File: config.mk
export PLATFORM = sky130hd
export DESIGN_NAME = header_command_frame_parser
export DESIGN_NICKNAME = d
export VERILOG_FILES = /design/src/rtl/hcfp_pkg.sv /design/src/rtl/header_command_frame_parser.sv /design/src/rtl/hcfp_front.sv /design/src/rtl/hcfp_queue.sv /design/src/rtl/hcfp_out.sv
export SDC_FILE = /design/constraint.sdc
export NUM_CORES = 1
export LEC_CHECK = 0
export BUFFER_PORTS_ARGS = -buffer_cell sky130_fd_sc_hd__buf_4
export CAP_MARGIN = 20
export CORE_AREA = 2 2 104 127
export CTS_CLUSTER_DIAMETER = 80
export DETAILED_ROUTE_END_ITERATION = 8
export DIE_AREA = 0 0 106 129
export PLACE_DENSITY = 0.66
export SLEW_MARGIN = 20
export SYNTH_ARGS = -nofsm -noshare
export SYNTH_HDL_FRONTEND = slang
export SYNTH_SLANG_ARGS = --single-unit
File: constraint.sdc
create_clock -name clk -period 2.9 [get_ports clk]
set_input_delay 0.145 -clock clk [delete_from_list [all_inputs] [get_ports clk]]
set_output_delay 0.145 -clock clk [all_outputs]
set_load 0.01 [all_outputs]
File: src/rtl/hcfp_pkg.sv
// ----------------------------------------------------------------------------
// hcfp_pkg
// Shared types and constants of the header/command frame parser.
// ----------------------------------------------------------------------------
package hcfp_pkg;

    // Parse phases of the front end
    typedef enum logic [2:0] {
        PH_HDR1 = 3'd0,
        PH_HDR2 = 3'd1,
        PH_HDR3 = 3'd2,
        PH_CMD  = 3'd3,
        PH_LEN  = 3'd4,
        PH_DATA = 3'd5,
        PH_END  = 3'd6
    } phase_t;

    localparam logic [7:0] CMD_BASE = 8'h01;
    localparam logic [7:0] CMD_TILT = 8'h02;

    localparam logic AXIS_BASE = 1'b0;
    localparam logic AXIS_TILT = 1'b1;

    localparam logic [7:0] HDR_FIRST_RST  = 8'hAA;
    localparam logic [7:0] HDR_SECOND_RST = 8'h55;
    localparam logic [7:0] HDR_THIRD_RST  = 8'hAA;

    // Register indexes (word address paddr[3:2])
    localparam logic [1:0] REG_HDR_FIRST  = 2'd0;
    localparam logic [1:0] REG_HDR_SECOND = 2'd1;
    localparam logic [1:0] REG_HDR_THIRD  = 2'd2;

    localparam int QUEUE_DEPTH_DEF = 4;

    typedef struct packed {
        logic [7:0] first;
        logic [7:0] second;
        logic [7:0] third;
    } hdr_cfg_t;

    typedef struct packed {
        logic [7:0] servo_value;
        logic       axis;
    } result_t;

    typedef struct packed {
        logic full;
        logic empty;
    } queue_status_t;

endpackage

File: src/rtl/header_command_frame_parser.sv
// ----------------------------------------------------------------------------
// header_command_frame_parser
// Frame parser for header/command/length/payload byte streams that emits
// servo axis values.
//
// Usage:
//   s_tdata carries one received byte per item. After three header bytes
//   matching the APB registers come a command byte, a length byte, the
//   payload and one closing byte. On the closing byte, command 1 (base) or
//   2 (tilt) yields one item on m_tdata: the first payload byte of the
//   frame, or the one kept from an earlier frame when the length is zero.
//   Other commands yield nothing.
//   Throughput: one byte per cycle while the queue is not full; the front
//   parser state is registered. A result is written to the queue at the edge
//   that accepts the closing byte, then loaded from the queue into the output
//   register, which drives m_tvalid and m_tdata.
//   When m_tready stays low the output register holds and the queue fills;
//   s_tready drops only when the queue is full (QUEUE_DEPTH results).
//   Reset clears the parser to wait for the first header byte, empties the
//   queue and loads header registers with 0xAA, 0x55, 0xAA.
//   Registers: 0x0 header_first, 0x4 header_second, 0x8 header_third.
// ----------------------------------------------------------------------------
module header_command_frame_parser
#(
    parameter int QUEUE_DEPTH = hcfp_pkg::QUEUE_DEPTH_DEF
)
(
    input  logic        clk,
    input  logic        rst_n,
    input  logic        s_tvalid,
    output logic        s_tready,
    input  logic [7:0]  s_tdata,   // [7:0] rx_byte
    output logic        m_tvalid,
    input  logic        m_tready,
    output logic [15:0] m_tdata,   // [0] axis, [8:1] servo_value, [15:9] zero
    input  logic        psel,
    input  logic        penable,
    input  logic        pwrite,
    input  logic [3:0]  paddr,
    input  logic [31:0] pwdata,
    output logic [31:0] prdata,
    output logic        pready
);

    logic [7:0] hdr_first_reg,  hdr_first_next;
    logic [7:0] hdr_second_reg, hdr_second_next;
    logic [7:0] hdr_third_reg,  hdr_third_next;
    logic       cfg_write;

    hcfp_pkg::hdr_cfg_t       hdr_cfg;
    hcfp_pkg::queue_status_t  q_status;
    hcfp_pkg::result_t        push_data;
    hcfp_pkg::result_t        pop_data;
    hcfp_pkg::result_t        out_data;
    logic                     q_push;
    logic                     q_pop;

    // ---------------- configuration port ----------------
    assign pready    = 1'b1;
    assign cfg_write = psel && penable && pwrite && pready;

    always_comb
    begin
        hdr_first_next  = hdr_first_reg;
        hdr_second_next = hdr_second_reg;
        hdr_third_next  = hdr_third_reg;
        if (cfg_write)
        begin
            unique case (paddr[3:2])
                hcfp_pkg::REG_HDR_FIRST:  hdr_first_next  = pwdata[7:0];
                hcfp_pkg::REG_HDR_SECOND: hdr_second_next = pwdata[7:0];
                hcfp_pkg::REG_HDR_THIRD:  hdr_third_next  = pwdata[7:0];
                default: ;
            endcase
        end
    end

    always_comb
    begin
        unique case (paddr[3:2])
            hcfp_pkg::REG_HDR_FIRST:  prdata = {24'd0, hdr_first_reg};
            hcfp_pkg::REG_HDR_SECOND: prdata = {24'd0, hdr_second_reg};
            hcfp_pkg::REG_HDR_THIRD:  prdata = {24'd0, hdr_third_reg};
            default:                  prdata = '0;
        endcase
    end

    always_ff @(posedge clk or negedge rst_n)
    begin
        if (!rst_n)
        begin
            hdr_first_reg  <= hcfp_pkg::HDR_FIRST_RST;
            hdr_second_reg <= hcfp_pkg::HDR_SECOND_RST;
            hdr_third_reg  <= hcfp_pkg::HDR_THIRD_RST;
        end
        else
        begin
            hdr_first_reg  <= hdr_first_next;
            hdr_second_reg <= hdr_second_next;
            hdr_third_reg  <= hdr_third_next;
        end
    end

    assign hdr_cfg.first  = hdr_first_reg;
    assign hdr_cfg.second = hdr_second_reg;
    assign hdr_cfg.third  = hdr_third_reg;

    // ---------------- datapath ----------------
    hcfp_front u_front
    (
        .clk       (clk),
        .rst_n     (rst_n),
        .in_valid  (s_tvalid),
        .in_ready  (s_tready),
        .in_byte   (s_tdata),
        .hdr_cfg   (hdr_cfg),
        .q_status  (q_status),
        .push      (q_push),
        .push_data (push_data)
    );

    hcfp_queue #(.DEPTH(QUEUE_DEPTH)) u_queue
    (
        .clk       (clk),
        .rst_n     (rst_n),
        .push      (q_push),
        .push_data (push_data),
        .pop       (q_pop),
        .pop_data  (pop_data),
        .status    (q_status)
    );

    hcfp_out u_out
    (
        .clk       (clk),
        .rst_n     (rst_n),
        .q_status  (q_status),
        .q_data    (pop_data),
        .pop       (q_pop),
        .out_valid (m_tvalid),
        .out_ready (m_tready),
        .out_data  (out_data)
    );

    assign m_tdata = {7'd0, out_data.servo_value, out_data.axis};

`ifndef SYNTHESIS
    a_no_overflow: assert property (@(posedge clk) disable iff (!rst_n)
        q_push |-> !q_status.full)
        else $error("result pushed into full queue");

    a_no_underflow: assert property (@(posedge clk) disable iff (!rst_n)
        q_pop |-> !q_status.empty)
        else $error("result popped from empty queue");

    a_push_lands: assert property (@(posedge clk) disable iff (!rst_n)
        q_push && !q_pop |=> !q_status.empty)
        else $error("pushed result missing from queue");

    a_stall_blocks_input: assert property (@(posedge clk) disable iff (!rst_n)
        q_status.full |-> !s_tready)
        else $error("input taken while queue full");
`endif

endmodule

File: src/rtl/hcfp_front.sv
// ----------------------------------------------------------------------------
// hcfp_front
// Byte-wise frame parser: tracks header, command, length and payload; on the
// closing byte of a base or tilt frame, pushes a servo result to the queue.
// ----------------------------------------------------------------------------
module hcfp_front
(
    input  logic                     clk,
    input  logic                     rst_n,
    input  logic                     in_valid,
    output logic                     in_ready,
    input  logic [7:0]               in_byte,
    input  hcfp_pkg::hdr_cfg_t       hdr_cfg,
    input  hcfp_pkg::queue_status_t  q_status,
    output logic                     push,
    output hcfp_pkg::result_t        push_data
);

    hcfp_pkg::phase_t phase_reg, phase_next;
    logic [7:0] command_reg, command_next;
    logic [7:0] length_reg,  length_next;
    logic [7:0] count_reg,   count_next;
    logic [7:0] first_reg,   first_next;
    logic       accept;
    logic [7:0] count_inc;

    assign in_ready  = !q_status.full;
    assign accept    = in_valid && in_ready;
    assign count_inc = count_reg + 8'd1;

    always_ff @(posedge clk or negedge rst_n)
    begin
        if (!rst_n)
        begin
            phase_reg   <= hcfp_pkg::PH_HDR1;
            command_reg <= '0;
            length_reg  <= '0;
            count_reg   <= '0;
            first_reg   <= '0;
        end
        else
        begin
            phase_reg   <= phase_next;
            command_reg <= command_next;
            length_reg  <= length_next;
            count_reg   <= count_next;
            first_reg   <= first_next;
        end
    end

    always_comb
    begin
        phase_next   = phase_reg;
        command_next = command_reg;
        length_next  = length_reg;
        count_next   = count_reg;
        first_next   = first_reg;
        push         = 1'b0;
        push_data.servo_value = first_reg;
        push_data.axis        = (command_reg == hcfp_pkg::CMD_TILT) ?
                                hcfp_pkg::AXIS_TILT : hcfp_pkg::AXIS_BASE;
        if (accept)
        begin
            unique case (phase_reg)
                hcfp_pkg::PH_HDR1:
                begin
                    if (in_byte == hdr_cfg.first)
                        phase_next = hcfp_pkg::PH_HDR2;
                end
                // stay on a mismatch, do not fall back to the first byte
                hcfp_pkg::PH_HDR2:
                begin
                    if (in_byte == hdr_cfg.second)
                        phase_next = hcfp_pkg::PH_HDR3;
                end
                hcfp_pkg::PH_HDR3:
                begin
                    if (in_byte == hdr_cfg.third)
                        phase_next = hcfp_pkg::PH_CMD;
                end
                hcfp_pkg::PH_CMD:
                begin
                    command_next = in_byte;
                    phase_next   = hcfp_pkg::PH_LEN;
                end
                hcfp_pkg::PH_LEN:
                begin
                    length_next = in_byte;
                    count_next  = '0;
                    phase_next  = (in_byte != 8'd0) ? hcfp_pkg::PH_DATA
                                                    : hcfp_pkg::PH_END;
                end
                hcfp_pkg::PH_DATA:
                begin
                    // keep the first payload byte, only count the rest
                    if (count_reg == 8'd0)
                        first_next = in_byte;
                    count_next = count_inc;
                    if (count_inc >= length_reg)
                        phase_next = hcfp_pkg::PH_END;
                end
                hcfp_pkg::PH_END:
                begin
                    phase_next = hcfp_pkg::PH_HDR1;
                    push = (command_reg == hcfp_pkg::CMD_BASE) ||
                           (command_reg == hcfp_pkg::CMD_TILT);
                end
                default:
                begin
                    phase_next = hcfp_pkg::PH_HDR1;
                end
            endcase
        end
    end

endmodule

File: src/rtl/hcfp_queue.sv
// ----------------------------------------------------------------------------
// hcfp_queue
// Small register FIFO of parsed results between front end and output stage.
// ----------------------------------------------------------------------------
module hcfp_queue
#(
    parameter int DEPTH = hcfp_pkg::QUEUE_DEPTH_DEF
)
(
    input  logic                     clk,
    input  logic                     rst_n,
    input  logic                     push,
    input  hcfp_pkg::result_t        push_data,
    input  logic                     pop,
    output hcfp_pkg::result_t        pop_data,
    output hcfp_pkg::queue_status_t  status
);

    localparam int PTR_W = (DEPTH > 1) ? $clog2(DEPTH) : 1;
    localparam int CNT_W = $clog2(DEPTH + 1);
    localparam logic [PTR_W-1:0] LAST_PTR = PTR_W'(DEPTH - 1);

    hcfp_pkg::result_t entry_reg [DEPTH];
    logic [PTR_W-1:0] wr_ptr_reg, wr_ptr_next;
    logic [PTR_W-1:0] rd_ptr_reg, rd_ptr_next;
    logic [CNT_W-1:0] count_reg,  count_next;

    assign status.full  = (count_reg == CNT_W'(DEPTH));
    assign status.empty = (count_reg == '0);
    assign pop_data     = entry_reg[rd_ptr_reg];

    always_comb
    begin
        wr_ptr_next = wr_ptr_reg;
        rd_ptr_next = rd_ptr_reg;
        count_next  = count_reg;
        if (push)
            wr_ptr_next = (wr_ptr_reg == LAST_PTR) ? '0 : wr_ptr_reg + 1'b1;
        if (pop)
            rd_ptr_next = (rd_ptr_reg == LAST_PTR) ? '0 : rd_ptr_reg + 1'b1;
        if (push && !pop)
            count_next = count_reg + 1'b1;
        else if (pop && !push)
            count_next = count_reg - 1'b1;
    end

    always_ff @(posedge clk or negedge rst_n)
    begin
        if (!rst_n)
        begin
            wr_ptr_reg <= '0;
            rd_ptr_reg <= '0;
            count_reg  <= '0;
        end
        else
        begin
            wr_ptr_reg <= wr_ptr_next;
            rd_ptr_reg <= rd_ptr_next;
            count_reg  <= count_next;
        end
    end

    always_ff @(posedge clk)
    begin
        if (push)
            entry_reg[wr_ptr_reg] <= push_data;
    end

endmodule

File: src/rtl/hcfp_out.sv
// ----------------------------------------------------------------------------
// hcfp_out
// Output register stage: pulls results from the queue and presents them on
// the master stream until taken.
// ----------------------------------------------------------------------------
module hcfp_out
(
    input  logic                     clk,
    input  logic                     rst_n,
    input  hcfp_pkg::queue_status_t  q_status,
    input  hcfp_pkg::result_t        q_data,
    output logic                     pop,
    output logic                     out_valid,
    input  logic                     out_ready,
    output hcfp_pkg::result_t        out_data
);

    logic               valid_reg, valid_next;
    hcfp_pkg::result_t  data_reg;

    // refill when the slot is empty or being drained this cycle
    assign pop        = !q_status.empty && (!valid_reg || out_ready);
    assign valid_next = pop || (valid_reg && !out_ready);
    assign out_valid  = valid_reg;
    assign out_data   = data_reg;

    always_ff @(posedge clk or negedge rst_n)
    begin
        if (!rst_n)
            valid_reg <= 1'b0;
        else
            valid_reg <= valid_next;
    end

    always_ff @(posedge clk)
    begin
        if (pop)
            data_reg <= q_data;
    end

endmodule
; Word-level counts from Yosys, hierarchy flattened
; Memory sizes are Yosys's and may differ from the RTL's. A register that Yosys moved wholly into a read port is not among the register bits.
; Index checks and enable logic that the tools add are counted.
[totals]
register_bits = 67
mem_bits_rw = 36
in_bits = 51
output_inout_bits = 51
word_cells = 87
mem_count = 1
[memory_table]
columns = memory, depth, word_bits, read_ports, rd_ports_with_merged_regs, wr, line
row1 = u_queue.entry_reg, 4, 9, 1, 1, 1, hcfp_queue.sv:23  ; hcfp_pkg::result_t entry_reg [DEPTH];
[op_classes]
add_sub_neg = 5
magnitude_cmp = 1
eq_ne = 20
muxes = 17
n_reduce_logical = 31
[op_table]
columns = cell, count
row1 = 8-bit equality test, 3
row2 = 8-bit one-hot mux with 3 select lines, 1
row3 = 3-bit two-way mux, 6
row4 = 3-bit one-hot mux with 6 select lines, 1
row5 = 8-bit one-hot mux with 2 select lines, 1
row6 = "3-bit equality test, second input constant", 4
row7 = 2-bit AND reduction, 6
row8 = "8-bit by 1-bit adder with 8-bit output, second input constant", 1
row9 = "8-bit by 1-bit equality test with 1-bit output, second input constant", 1
row10 = "8-bit by 2-bit equality test with 1-bit output, second input constant", 1
row11 = 8-bit >= comparator, 1
row12 = 8-bit logical NOT, 1
row13 = "2-bit by 1-bit != test with 1-bit output, second input constant", 4
row14 = 8-bit nonzero test, 1
row15 = 1-bit logical AND, 7
row16 = "2-bit equality test, second input constant", 3
row17 = "3-bit by 2-bit equality test with 1-bit output, second input constant", 2
row18 = 1-bit logical NOT, 6
row19 = 3-bit logical NOT, 2
row20 = 2-bit two-way mux, 3
row21 = 1-bit two-way mux, 5
row22 = 5-bit AND reduction, 1
row23 = "2-bit by 1-bit adder with 2-bit output, second input constant", 2
row24 = 2-bit nonzero test, 2
row25 = other kinds (7), 9

; Logic depth before layout (Yosys ltp)
; Gate-level depths: netlist of run 1.
[depth]
word_depth = 8
ltp_mapped = 10
ltp_nobuf = 10

; Hierarchy
; Synthesis of run 1 repeated with hierarchy kept, for this count alone.
[hier_totals]
cells_unflattened = 428
hier_area_um2 = 5559.1
[modules_own_cells]
columns = module, instances, cells_each, area_per_inst_um2, seq_area_each_um2
row1 = hcfp_front, 1, 215, 2122.0, 875.8
row2 = hcfp_queue, 1, 84, 1715.4, 1256.2
row3 = header_command_frame_parser, 1, 115, 1401.3, 615.6
row4 = hcfp_out, 1, 14, 320.3, 295.3

; Least setup slack after synthesis of run 1
; OpenSTA, ideal clock, no wires.
[synth_path]
kind = reg2reg
from = reg u_front.count_reg[0]
to = reg u_front.phase_reg[1]
setup_time_ps = 128
arrival_ps = 2298
required_ps = 2772
setup_slack_ps = 474
path_stages_with_launch = 11
n_path_buf = 0
period_less_slack_ps = 2426
path_cell_list = dfrtp_1 -> ha_1 -> nand3_1 -> nor2_1 -> xor2_1 -> ha_1 -> a21oi_1 -> nor2b_1 -> a2111oi_2 -> nor4_4 -> mux2_1
[synth_via]
elab_chain_len = 4
[synth_lines]
columns = element, line
row1 = start: declaration, hcfp_front.sv:22  ; logic [7:0] count_reg, count_next;
row2 = start signal: assignment, hcfp_front.sv:46  ; count_reg <= count_next;
row3 = 8-bit by 1-bit adder with 8-bit output, hcfp_front.sv:29  ; assign count_inc = count_reg + 8'd1;
row4 = 8-bit >= comparator, hcfp_front.sv:99  ; if (count_inc >= length_reg)
row5 = 2-bit by 1-bit != test with 1-bit output (no line), -
row6 = 5-bit AND reduction (no line), -
row7 = end signal: assignment, hcfp_front.sv:35  ; phase_reg <= hcfp_pkg::PH_HDR1;
row8 = end signal: assignment, hcfp_front.sv:43  ; phase_reg <= phase_next;
row9 = end: declaration, hcfp_front.sv:19  ; hcfp_pkg::phase_t phase_reg, phase_next;
; No other way between the ends.
; A chain may end at the register's enable or synchronous reset.

; Final worst setup path of run 1
[layout_path]
from = reg u_front.count_reg[0]
to = reg u_front.phase_reg[2]
; Same word-level chain as after synthesis.

==> results of run 1 <==
[power breakdown]
part,switching (W),leakage (nW),total (W),internal (W)
combinational,0.000614,1.18,0.00134,0.000731
clock,0.000540,0.152,0.00130,0.000760
sequential,0.000395,1.21,0.00255,0.00215
total,0.00155,2.55,0.00519,0.00364
[worst register-to-register path, stage by stage, from the launching register on]
cell,delay (ps)
dfrtp_1,450
and3_1,190
nand3_1,120
xnor2_1,270
ha_1,300
a21o_1,160
a21oi_1,130
nor2b_1,80
a2111oi_4,390
nor4_4,110
mux2_1,320
[area by class of cell]
class,count,area (um2),area share [%]
clock buffers,11,232.7,3.780
flip-flops and latches,112,3043,49.42
repair buffers,48,365.4,5.934
clock inverters,5,81.33,1.321
well taps,164,205.2,3.333
multi-input cells,264,2166,35.18
inverters,17,63.81,1.036
[cell families after synthesis]
| kind of cell | Yosys count |
|---|---|
| flops | 112 |
| simple gates | 77 |
| mux | 64 |
| buf+inv | 65 |
| other cells | 2 |
| fa+ha+maj | 17 |
| xor+xnor | 34 |
| compound gates | 40 |
[final timing paths]
| check | start | endpoint | slack [ps] |
|---|---|---|---|
| worst max-delay path | u_front.count_reg[0] | u_front.phase_reg[2] | 280 |
| worst min register to register | u_front.command_reg[6] | u_front.command_reg[6] | 500 |
| worst max register to register | u_front.count_reg[0] | u_front.phase_reg[2] | 280 |
| max in group asynchronous | rst_n | hdr_second_reg[5] | 1880 |
| min in group asynchronous | rst_n | hdr_first_reg[2] | 450 |
| worst min-delay path | pwdata[6] | hdr_first_reg[6] | 50 |
[layer usage]
metal / part of all wire (%) / GRT usage, %
met1: 42 / 18.17
met2: 54 / 28.73
met3: 3.3 / 3.394
met4: 1.2 / 4.954
met5: 0 / 0
[metrics by stage]
| step | power, W | setup WS [ps] | instances |
|---|---|---|---|
| 6_report | 0.005192 | 275.8 | 621 |
| 3_3_place_gp | 0.003856 | 219.2 | 603 |
| 4_1_cts | 0.005254 | 127.3 | 621 |
| 3_5_place_dp | 0.003930 | 149.5 | 603 |
| 5_1_grt | 0.005543 | 101.7 | 621 |
| 2_1_floorplan | 0.003516 | 474.4 | 441 |
[synth_stat cells (all sizes together) (3+ instances only)]
library cell	instances
nor4	5
nor3	3
nand4	5
buf	46
and2	4
o21ai	21
xnor2	20
a22o	7
inv	17
nand3	6
a21oi	5
mux4	9
mux2	46
dfstp	12
ha	16
mux2i	9
xor2	14
edfxtp	45
nor2	13
dfrtp	55
nand2	28
[timing repair]
action	in CTS	in global routing
gates resized for setup	0	1
endpoints found under the setup margin	0	2
hold buffers	2	0
endpoints found under the hold margin	56	0
==> impl_metrics.tcl, run 1 <==
set metrics [dict create \
    drt-vias-per-instance 4.963 \
    critPathLaunchType "flip-flop" \
    synth_seq_area_share_pct 55.37 \
    timing.hold.ws_ps 50.69 \
    die-width_um 106 \
    cp.required_ps 3120 \
    hp-class "input pin to flip-flop" \
    drcViolationCount 0 \
    drt_first_iter_violations 115 \
    async_reset_ff_share_pct 59.82 \
    min_period_over_period_pct 90.49 \
    nets 520 \
    hpwl_um 6935 \
    synth_area_per_cell_um2 13.37 \
    post_synth_and_or_nand_nor_area_fraction_pct 7.992 \
    slew_headroom_pct 42.83 \
    synth_area_um2 5495 \
    synth_top_family_by_area "multiplexers" \
    ys_types 50 \
    numCtsBuffers 9 \
    leakage_nw 2.546 \
    max_freq_ghz 0.3811 \
    min_path_cells 2 \
    routed_wl_um 9844 \
    final_common_cell "dfrtp_1" \
    area.growth.synth_to_final_pct 12.04 \
    finalClockSkew_ps 7.649 \
    gr-total-overflow 0 \
    max-vdd-ir-drop_mv 0.3436 \
    worst-path-stages 10 \
    post_cts_buffers 0 \
    critical-path-top-delay-family "compound AO/OA/AOI/OAI gates" \
    synth_compound_area_share_pct 4.690 \
    synthCells 411 \
    fin_area_um2 6157 \
    wl_per_cell_um 15.85 \
    cts_root_buf "clkbuf_16" \
    rsz0062_at_grt "no" \
    synth_top_area_share_pct 25.05 \
    final_layout_size_suffix_gt1_share_pct 27.79 \
    arrival_ps 2850 \
    synth_edf_count 45 \
    drt-pass1-iter-count 4 \
    antenna_found_initial 0 \
    num_antenna_cells 0 \
    grt_max_degree 68 \
    yosys-top-cells-area "dfrtp_1 (25%), edfxtp_1 (25%), mux2_2 (7.4%)" \
    die_y_um 129 \
    core_um2 12440 \
    critPathMaxStageDelay_ps 450 \
    ctsHtreeMaxLevel 3 \
    dieArea_um2 13670 \
    finalWorstPathRequiredPeriod_ps 2624 \
    maxCapViolCount 0 \
    fin_tns_setup_ps 0 \
    crit_buf_inv 0 \
    slowest_stage "dfrtp_1" \
    yosys_most_used_dff "dfrtp_1" \
    vias 3082 \
    setup_viol 0 \
    tritoncts "built" \
    synthMuxAreaShare_pct 14.75 \
    status "finished clean" \
    reg2reg_depth 10 \
    synth-xor-area-share_pct 5.556 \
    synth_fa_ha_area_share_pct 4.007 \
    fill_cells 1092 \
    slew_violations 0 \
    io_pins 102 \
    clkSinkCount 112 \
    grt_pass1_wl_um 16480 \
    crit_path_cell_trace "and3_1 -> nand3_1 -> xnor2_1 -> ha_1 -> a21o_1 -> a21oi_1 -> nor2b_1 -> a2111oi_4 -> nor4_4 -> mux2_1" \
    initial_utilization_pct 44.16 \
    place.gp.congestion 0.7579 \
    tightest_slew_ps 857.6 \
    grt_pass1_vias 3242 \
    insertion_delay_ps 340 \
    ys_ff_latch 112 \
    yosys_warnings 0 \
    synth.largest_area_cell "dfrtp_1" \
    criticalPathCategory "flip-flop to flip-flop" \
    post-route-util_pct 49.48 \
    layout_common_cells "dfrtp_1 (55), buf_4 (46), edfxtp_1 (45)" \
    worstPathMaxFanout 7 \
    hold_viol_final 0 \
    grt_usage_pct 15.62 \
    critPathCaptureType "flip-flop" \
    io_buffers 43 \
    fp-row-count 45 \
    cts.clk_slew.worst_paths_ps 70 \
    power.density_nw_per_um2 843.2 \
    ant_nets 0 \
    cts_buffer_depth 2 \
    placed_cell_area_um2 5811 \
    largest_reg_flops 36 \
]
Power figures use the tool's default switching activity.
==> run 2: changes to the inputs <==
Settings changed: CORE_AREA 2 2 104 127 to 2 2 105 127, DIE_AREA 0 0 106 129 to 0 0 107 129, SYNTH_HIERARCHICAL set to 1.
==> impl_metrics.tcl, run 2 <==
set metrics [dict create \
    p_int_w 0.003635 \
    ctsHtreeMaxLevel 3 \
    cp_common_cell "and3_4" \
    max-vdd-ir-drop_mv 0.3136 \
    clkPwrFrac_pct 24.4 \
    place.gp.congestion 0.8066 \
    fp-row-count 45 \
    critPathCaptureType "flip-flop" \
    rsz0062_at_grt "yes" \
    cts_root_buf "clkbuf_16" \
    status "finished clean" \
    grt_max_degree 68 \
    yosys-top-cells-area "dfrtp_1 (25%), edfxtp_1 (24%), mux2_2 (7.3%)" \
    synth.largest_area_cell "dfrtp_1" \
    tritoncts "built" \
    synth_area_per_cell_um2 12.99 \
    critPathMaxStageDelay_ps 510 \
    ys_ff_latch 112 \
    synth_most_common_cell "dfrtp_1" \
    hp-class "input pin to flip-flop" \
    numCtsBuffers 9 \
    synth_top_area_share_pct 24.76 \
    crit_buf_inv 1 \
    num_antenna_cells 0 \
    power.density_nw_per_um2 837.0 \
    io_pins 102 \
    core_um2 12560 \
    cts_buffer_depth 2 \
    grt_pass1_wl_um 16250 \
    vias 3225 \
    largest_reg_flops 36 \
    post-route-util_pct 49.55 \
    hold_viol_final 0 \
    ys_types 49 \
    clkSinkCount 112 \
    ant_nets 0 \
    p_comb_share_pct 27.0 \
    drt-vias-per-instance 5.055 \
    layout_common_cells "dfrtp_1 (55), buf_4 (50), edfxtp_1 (45)" \
    routed_wl_um 10030 \
    yosys_most_used_dff "dfrtp_1" \
    r2r_slack_ps 30 \
    initial_utilization_pct 44.28 \
    synth_commonest_cells "dfrtp_1 (55), edfxtp_1 (45), buf_4 (36), mux2_2 (36), nand2_1 (36)" \
    io_buffers 43 \
    switching_share_pct 30.18 \
    p_switching_w 0.001572 \
    async_reset_ff_share_pct 59.82 \
    critical-path-top-delay-family "simple AND/OR/NAND/NOR gates" \
    synth_edf_count 45 \
    finalWorstPathRequiredPeriod_ps 2870 \
    dieArea_um2 13800 \
    crit_path_cell_trace "and3_4 -> nand3_1 -> buf_4 -> xnor2_1 -> ha_1 -> and3_4 -> a22o_1 -> or4b_4 -> a31oi_4 -> or3_4 -> o21ai_2" \
    seq_power_share_pct 48.6 \
    drt_first_iter_violations 172 \
    synth_area_um2 5559 \
    area.growth.synth_to_final_pct 11.91 \
    timing.hold.ws_ps 43.06 \
    die-width_um 107 \
    maxCapViolCount 0 \
    synthCells 428 \
    max_freq_ghz 0.3485 \
    slew_violations 0 \
    worstPathMaxFanout 4 \
    preCtsSetupSlack_ps 2.185 \
    tightest_slew_ps 877.3 \
    gr-total-overflow 0 \
    leakage_nw 2.589 \
    slowest_stage "or4b_4" \
    grt_usage_pct 15.40 \
    criticalPathCategory "flip-flop to flip-flop" \
    final_layout_size_suffix_gt1_share_pct 29.54 \
    yosys_warnings 6 \
    insertion_delay_ps 350 \
    finalClockSkew_ps 9.378 \
    synth_seq_area_share_pct 54.74 \
    hpwl_um 7063 \
    grt_pass1_vias 3225 \
    arrival_ps 3090 \
    final.setup.worst_slack_ps 30.15 \
    wl_per_cell_um 15.72 \
    fin_tns_setup_ps 0 \
    antenna_found_initial 0 \
    cp.required_ps 3120 \
    min_period_over_period_pct 98.96 \
    final_common_cell "dfrtp_1" \
    critPathLaunchType "flip-flop" \
    drcViolationCount 0 \
    nets 537 \
    setup_viol 0 \
    cts.clk_slew.worst_paths_ps 70 \
    slew_headroom_pct 41.51 \
    die_y_um 129 \
    drt-pass1-iter-count 4 \
]
## run 2: cell types whose count changed after synthesis, sizes merged, moves of 4 or more
cell	delta
nand2	+8
o21ai	+11
a22o	-5
xnor2	+7
xor2	-8
nor2	-4
## run 2: routing by layer
metal,vias to the layer above,track usage (%),share of wire [%]
met4,0,7.105,1.4
met2,83,27.24,52
li1,1527,-,-
met5,-,0,0
met1,1606,18.58,43
met3,9,2.229,3.6
## run 2: cells by family (layout without fill, tap and decap cells)
| kind of cell | Yosys count | in the layout | share of synthesized area, % |
|---|---|---|---|
| mux | 61 | 61 | 14.61 |
| buf+inv | 69 | 85 | 8.035 |
| flops | 112 | 112 | 54.74 |
| fa+ha+maj | 17 | 17 | 3.961 |
| compound gates | 44 | 44 | 4.659 |
| simple gates | 90 | 90 | 8.665 |
| other cells | 2 | 32 | 0.1351 |
| xor+xnor | 33 | 33 | 5.199 |
## run 2: final timing paths
check                                              end  cells after the start                   start
max in group asynchronous         u_front/first_reg[3]                      2                   rst_n
worst min register to register  u_front/command_reg[3]                      1  u_front/command_reg[3]
worst max-delay path              u_front/phase_reg[1]                     11    u_front/count_reg[0]
worst min-delay path                 hdr_second_reg[6]                      2               pwdata[6]
worst max register to register    u_front/phase_reg[1]                     11    u_front/count_reg[0]
min in group asynchronous         u_front/count_reg[0]                      2                   rst_n
## run 2: metrics by stage
| step | total power [W] | cells | instance area, um2 |
|---|---|---|---|
| floorplan | 0.003527 | 458 | 5672 |
| global placement | 0.003854 | 619 | 5862 |
| detailed placement | 0.003940 | 619 | 5862 |
| CTS | 0.005243 | 637 | 6200 |
| global route | 0.005534 | 638 | 6221 |
| finish | 0.005207 | 638 | 6221 |
## run 2: power groups by stage
stage          clock, W  combinational, W  sequential [W]
5_1_grt         0.00136           0.00157         0.00260
3_5_place_dp          0           0.00137         0.00257
6_report        0.00127           0.00140         0.00253
2_1_floorplan         0           0.00112         0.00240
4_1_cts         0.00130           0.00140         0.00254
3_3_place_gp          0           0.00132         0.00254
## run 2: area by class of cell
cell class / instances / area, um2
fillers: 1128 / 6335
flip-flops and latches: 112 / 3043
multi-input cells: 277 / 2205
repair buffers: 52 / 395.4
clock buffers: 12 / 257.7
well taps: 164 / 205.2
inverters: 17 / 63.81
clock inverters: 4 / 51.30
## run 2: repair_timing
action | 4_1_cts | 5_1_grt
hold buffers | 2 | 0
hold endpoints to repair | 56 | 0
endpoints found under the setup margin | 1 | 2
pin swaps | 0 | 5
buffers inserted | 0 | 1
resized for setup | 1 | 4
cloned | 0 | 0
==> run 3: changes to the inputs <==
Settings changed: HOLD_SLACK_MARGIN set to 0.03.
Clock period 2.9 ns to 3.7 ns, I/O delays scaled along.
==> impl_metrics.tcl, run 3 (synthesis results as in run 2) <==
set metrics [dict create \
    largest_reg_flops 36 \
    gr-total-overflow 0 \
    slowest_stage "or4b_1" \
    reg2reg_depth 11 \
    critPathCaptureType "flip-flop" \
    leakage_nw 2.551 \
    wl_met3_um 303 \
    die_y_um 129 \
    dieArea_um2 13800 \
    area.growth.synth_to_final_pct 10.42 \
    r2r-end "u_front/phase_reg[1]" \
    fin_tns_setup_ps 0 \
    criticalPathCategory "flip-flop to flip-flop" \
    grt_pass1_vias 3136 \
    final_layout_size_suffix_gt1_share_pct 28.14 \
    drcViolationCount 0 \
    status "finished clean" \
    r2r_start "u_front/count_reg[0]" \
    drt-vias-per-instance 5.003 \
    io_pins 102 \
    grt_usage_pct 15.08 \
    ant_nets 0 \
    wl_met1_um 4109 \
    finalClockSkew_ps 6.948 \
    maxCapViolCount 0 \
    fp-row-count 45 \
    io_buffers 43 \
    wl_per_cell_um 15.25 \
    r2r_slack_ps 800 \
    antenna_found_initial 0 \
    grt_pass1_wl_um 15900 \
    arrival_ps 3120 \
    cts_root_buf "clkbuf_16" \
    tritoncts "built" \
    initial_utilization_pct 44.28 \
    routed_wl_um 9651 \
    crit_path_start "u_front/count_reg[0]" \
    core_um2 12560 \
    tightest_slew_ps 873.2 \
    layout_common_cells "dfrtp_1 (55), buf_4 (45), edfxtp_1 (45)" \
    slew_violations 0 \
    power.density_nw_per_um2 646.6 \
    drt-pass1-iter-count 4 \
    cp.required_ps 3920 \
    setup_viol 0 \
    max-vdd-ir-drop_mv 0.2662 \
    vias 3167 \
    post_cts_buffers 0 \
    hpwl_um 6898 \
    nets 532 \
    max_freq_ghz 0.3449 \
    hp-class "input pin to flip-flop" \
    rsz0062_at_grt "no" \
    worst-path-stages 11 \
    finalWorstPathRequiredPeriod_ps 2900 \
    die-width_um 107 \
    num_antenna_cells 0 \
    grt_max_degree 68 \
    wl_met2_um 5115 \
    hold_viol_final 0 \
    min_period_over_period_pct 78.37 \
    place.gp.congestion 0.7689 \
    drt_first_iter_violations 130 \
    worstPathMaxFanout 6 \
    ctsHtreeMaxLevel 3 \
    crit_buf_inv 0 \
    topRoutingLayerUsed "met4" \
    postCtsResizedCells 0 \
    insertion_delay_ps 340 \
    timing.hold.ws_ps 88.75 \
    critPathMaxStageDelay_ps 480 \
    critical-path-top-delay-family "simple AND/OR/NAND/NOR gates" \
    crit_path_cell_trace "and3_1 -> nand3_1 -> nor2_1 -> xor2_1 -> ha_1 -> and3_4 -> a22o_1 -> or4b_1 -> a31oi_2 -> or3_1 -> o21ai_2" \
    critPathLaunchType "flip-flop" \
    numCtsBuffers 9 \
    slew_headroom_pct 41.79 \
    cts.clk_slew.worst_paths_ps 70 \
    fill_cells 1109 \
    cts_buffer_depth 2 \
    clkSinkCount 112 \
    final_common_cell "dfrtp_1" \
    cp-endpoint "u_front/phase_reg[1]" \
]
run 3: per-stage QoR:
| stage | util, % | total power (W) | worst slack [ps] | area (um2) | instances |
|---|---|---|---|---|---|
| 2_1_floorplan | - | 0.002764 | 1031 | 5672 | 458 |
| 3_3_place_gp | 46.45 | 0.003000 | 816.0 | 5832 | 615 |
| 3_5_place_dp | 46.45 | 0.003060 | 791.2 | 5832 | 615 |
| 4_1_cts | 48.89 | 0.004014 | 788.0 | 6138 | 633 |
| 5_1_grt | 48.89 | 0.004238 | 567.5 | 6138 | 633 |
| 6_report | 48.89 | 0.003969 | 800.2 | 6138 | 633 |
run 3: timing repair:
| action | in CTS | in global routing |
|---|---|---|
| setup endpoints to repair | 0 | 0 |
| hold buffers | 2 | 0 |
| hold endpoints to repair | 56 | 0 |
run 3: how the worst min path moves through the flow:
| stage | start | endpoint | slack (ps) | depth (start not counted) |
|---|---|---|---|---|
| final | pwdata[6] | hdr_second_reg[6] | 90 | 2 |
| after global routing | pwdata[5] | hdr_second_reg[5] | 80 | 2 |
| after CTS | pwdata[6] | hdr_second_reg[6] | 80 | 2 |
| after detailed placement | m_tready | u_out/out_valid | 360 | 2 |
| after global placement | rst_n | u_front/count_reg[0] | 350 | 1 |
| after floorplan | rst_n | hdr_first_reg[0] | -110 | 0 |
run 3: layout make-up:
| type | instances | area (um2) | share of cell area, % |
|---|---|---|---|
| flip-flops and latches | 112 | 3043 | 49.57 |
| multi-input cells | 277 | 2182 | 35.55 |
| clock inverters | 6 | 57.56 | 0.9376 |
| inverters | 17 | 63.81 | 1.040 |
| repair buffers | 47 | 357.8 | 5.830 |
| clock buffers | 10 | 229.0 | 3.730 |
| well taps | 164 | 205.2 | 3.343 |
run 3: power by group:
part	total (W)	switching, W	leakage [nW]	internal, W
combinational	0.00104	0.000460	1.19	0.000578
clock	0.000947	0.000425	0.136	0.000521
sequential	0.00198	0.000309	1.22	0.00168
total	0.00397	0.00119	2.55	0.00277
run 3: layer usage:
metal | vias to the layer above | global-route usage [%]
li1 | 1519 | -
met1 | 1569 | 18.59
met2 | 71 | 26.49
met3 | 8 | 2.888
met4 | 0 | 5.348
met5 | - | 0
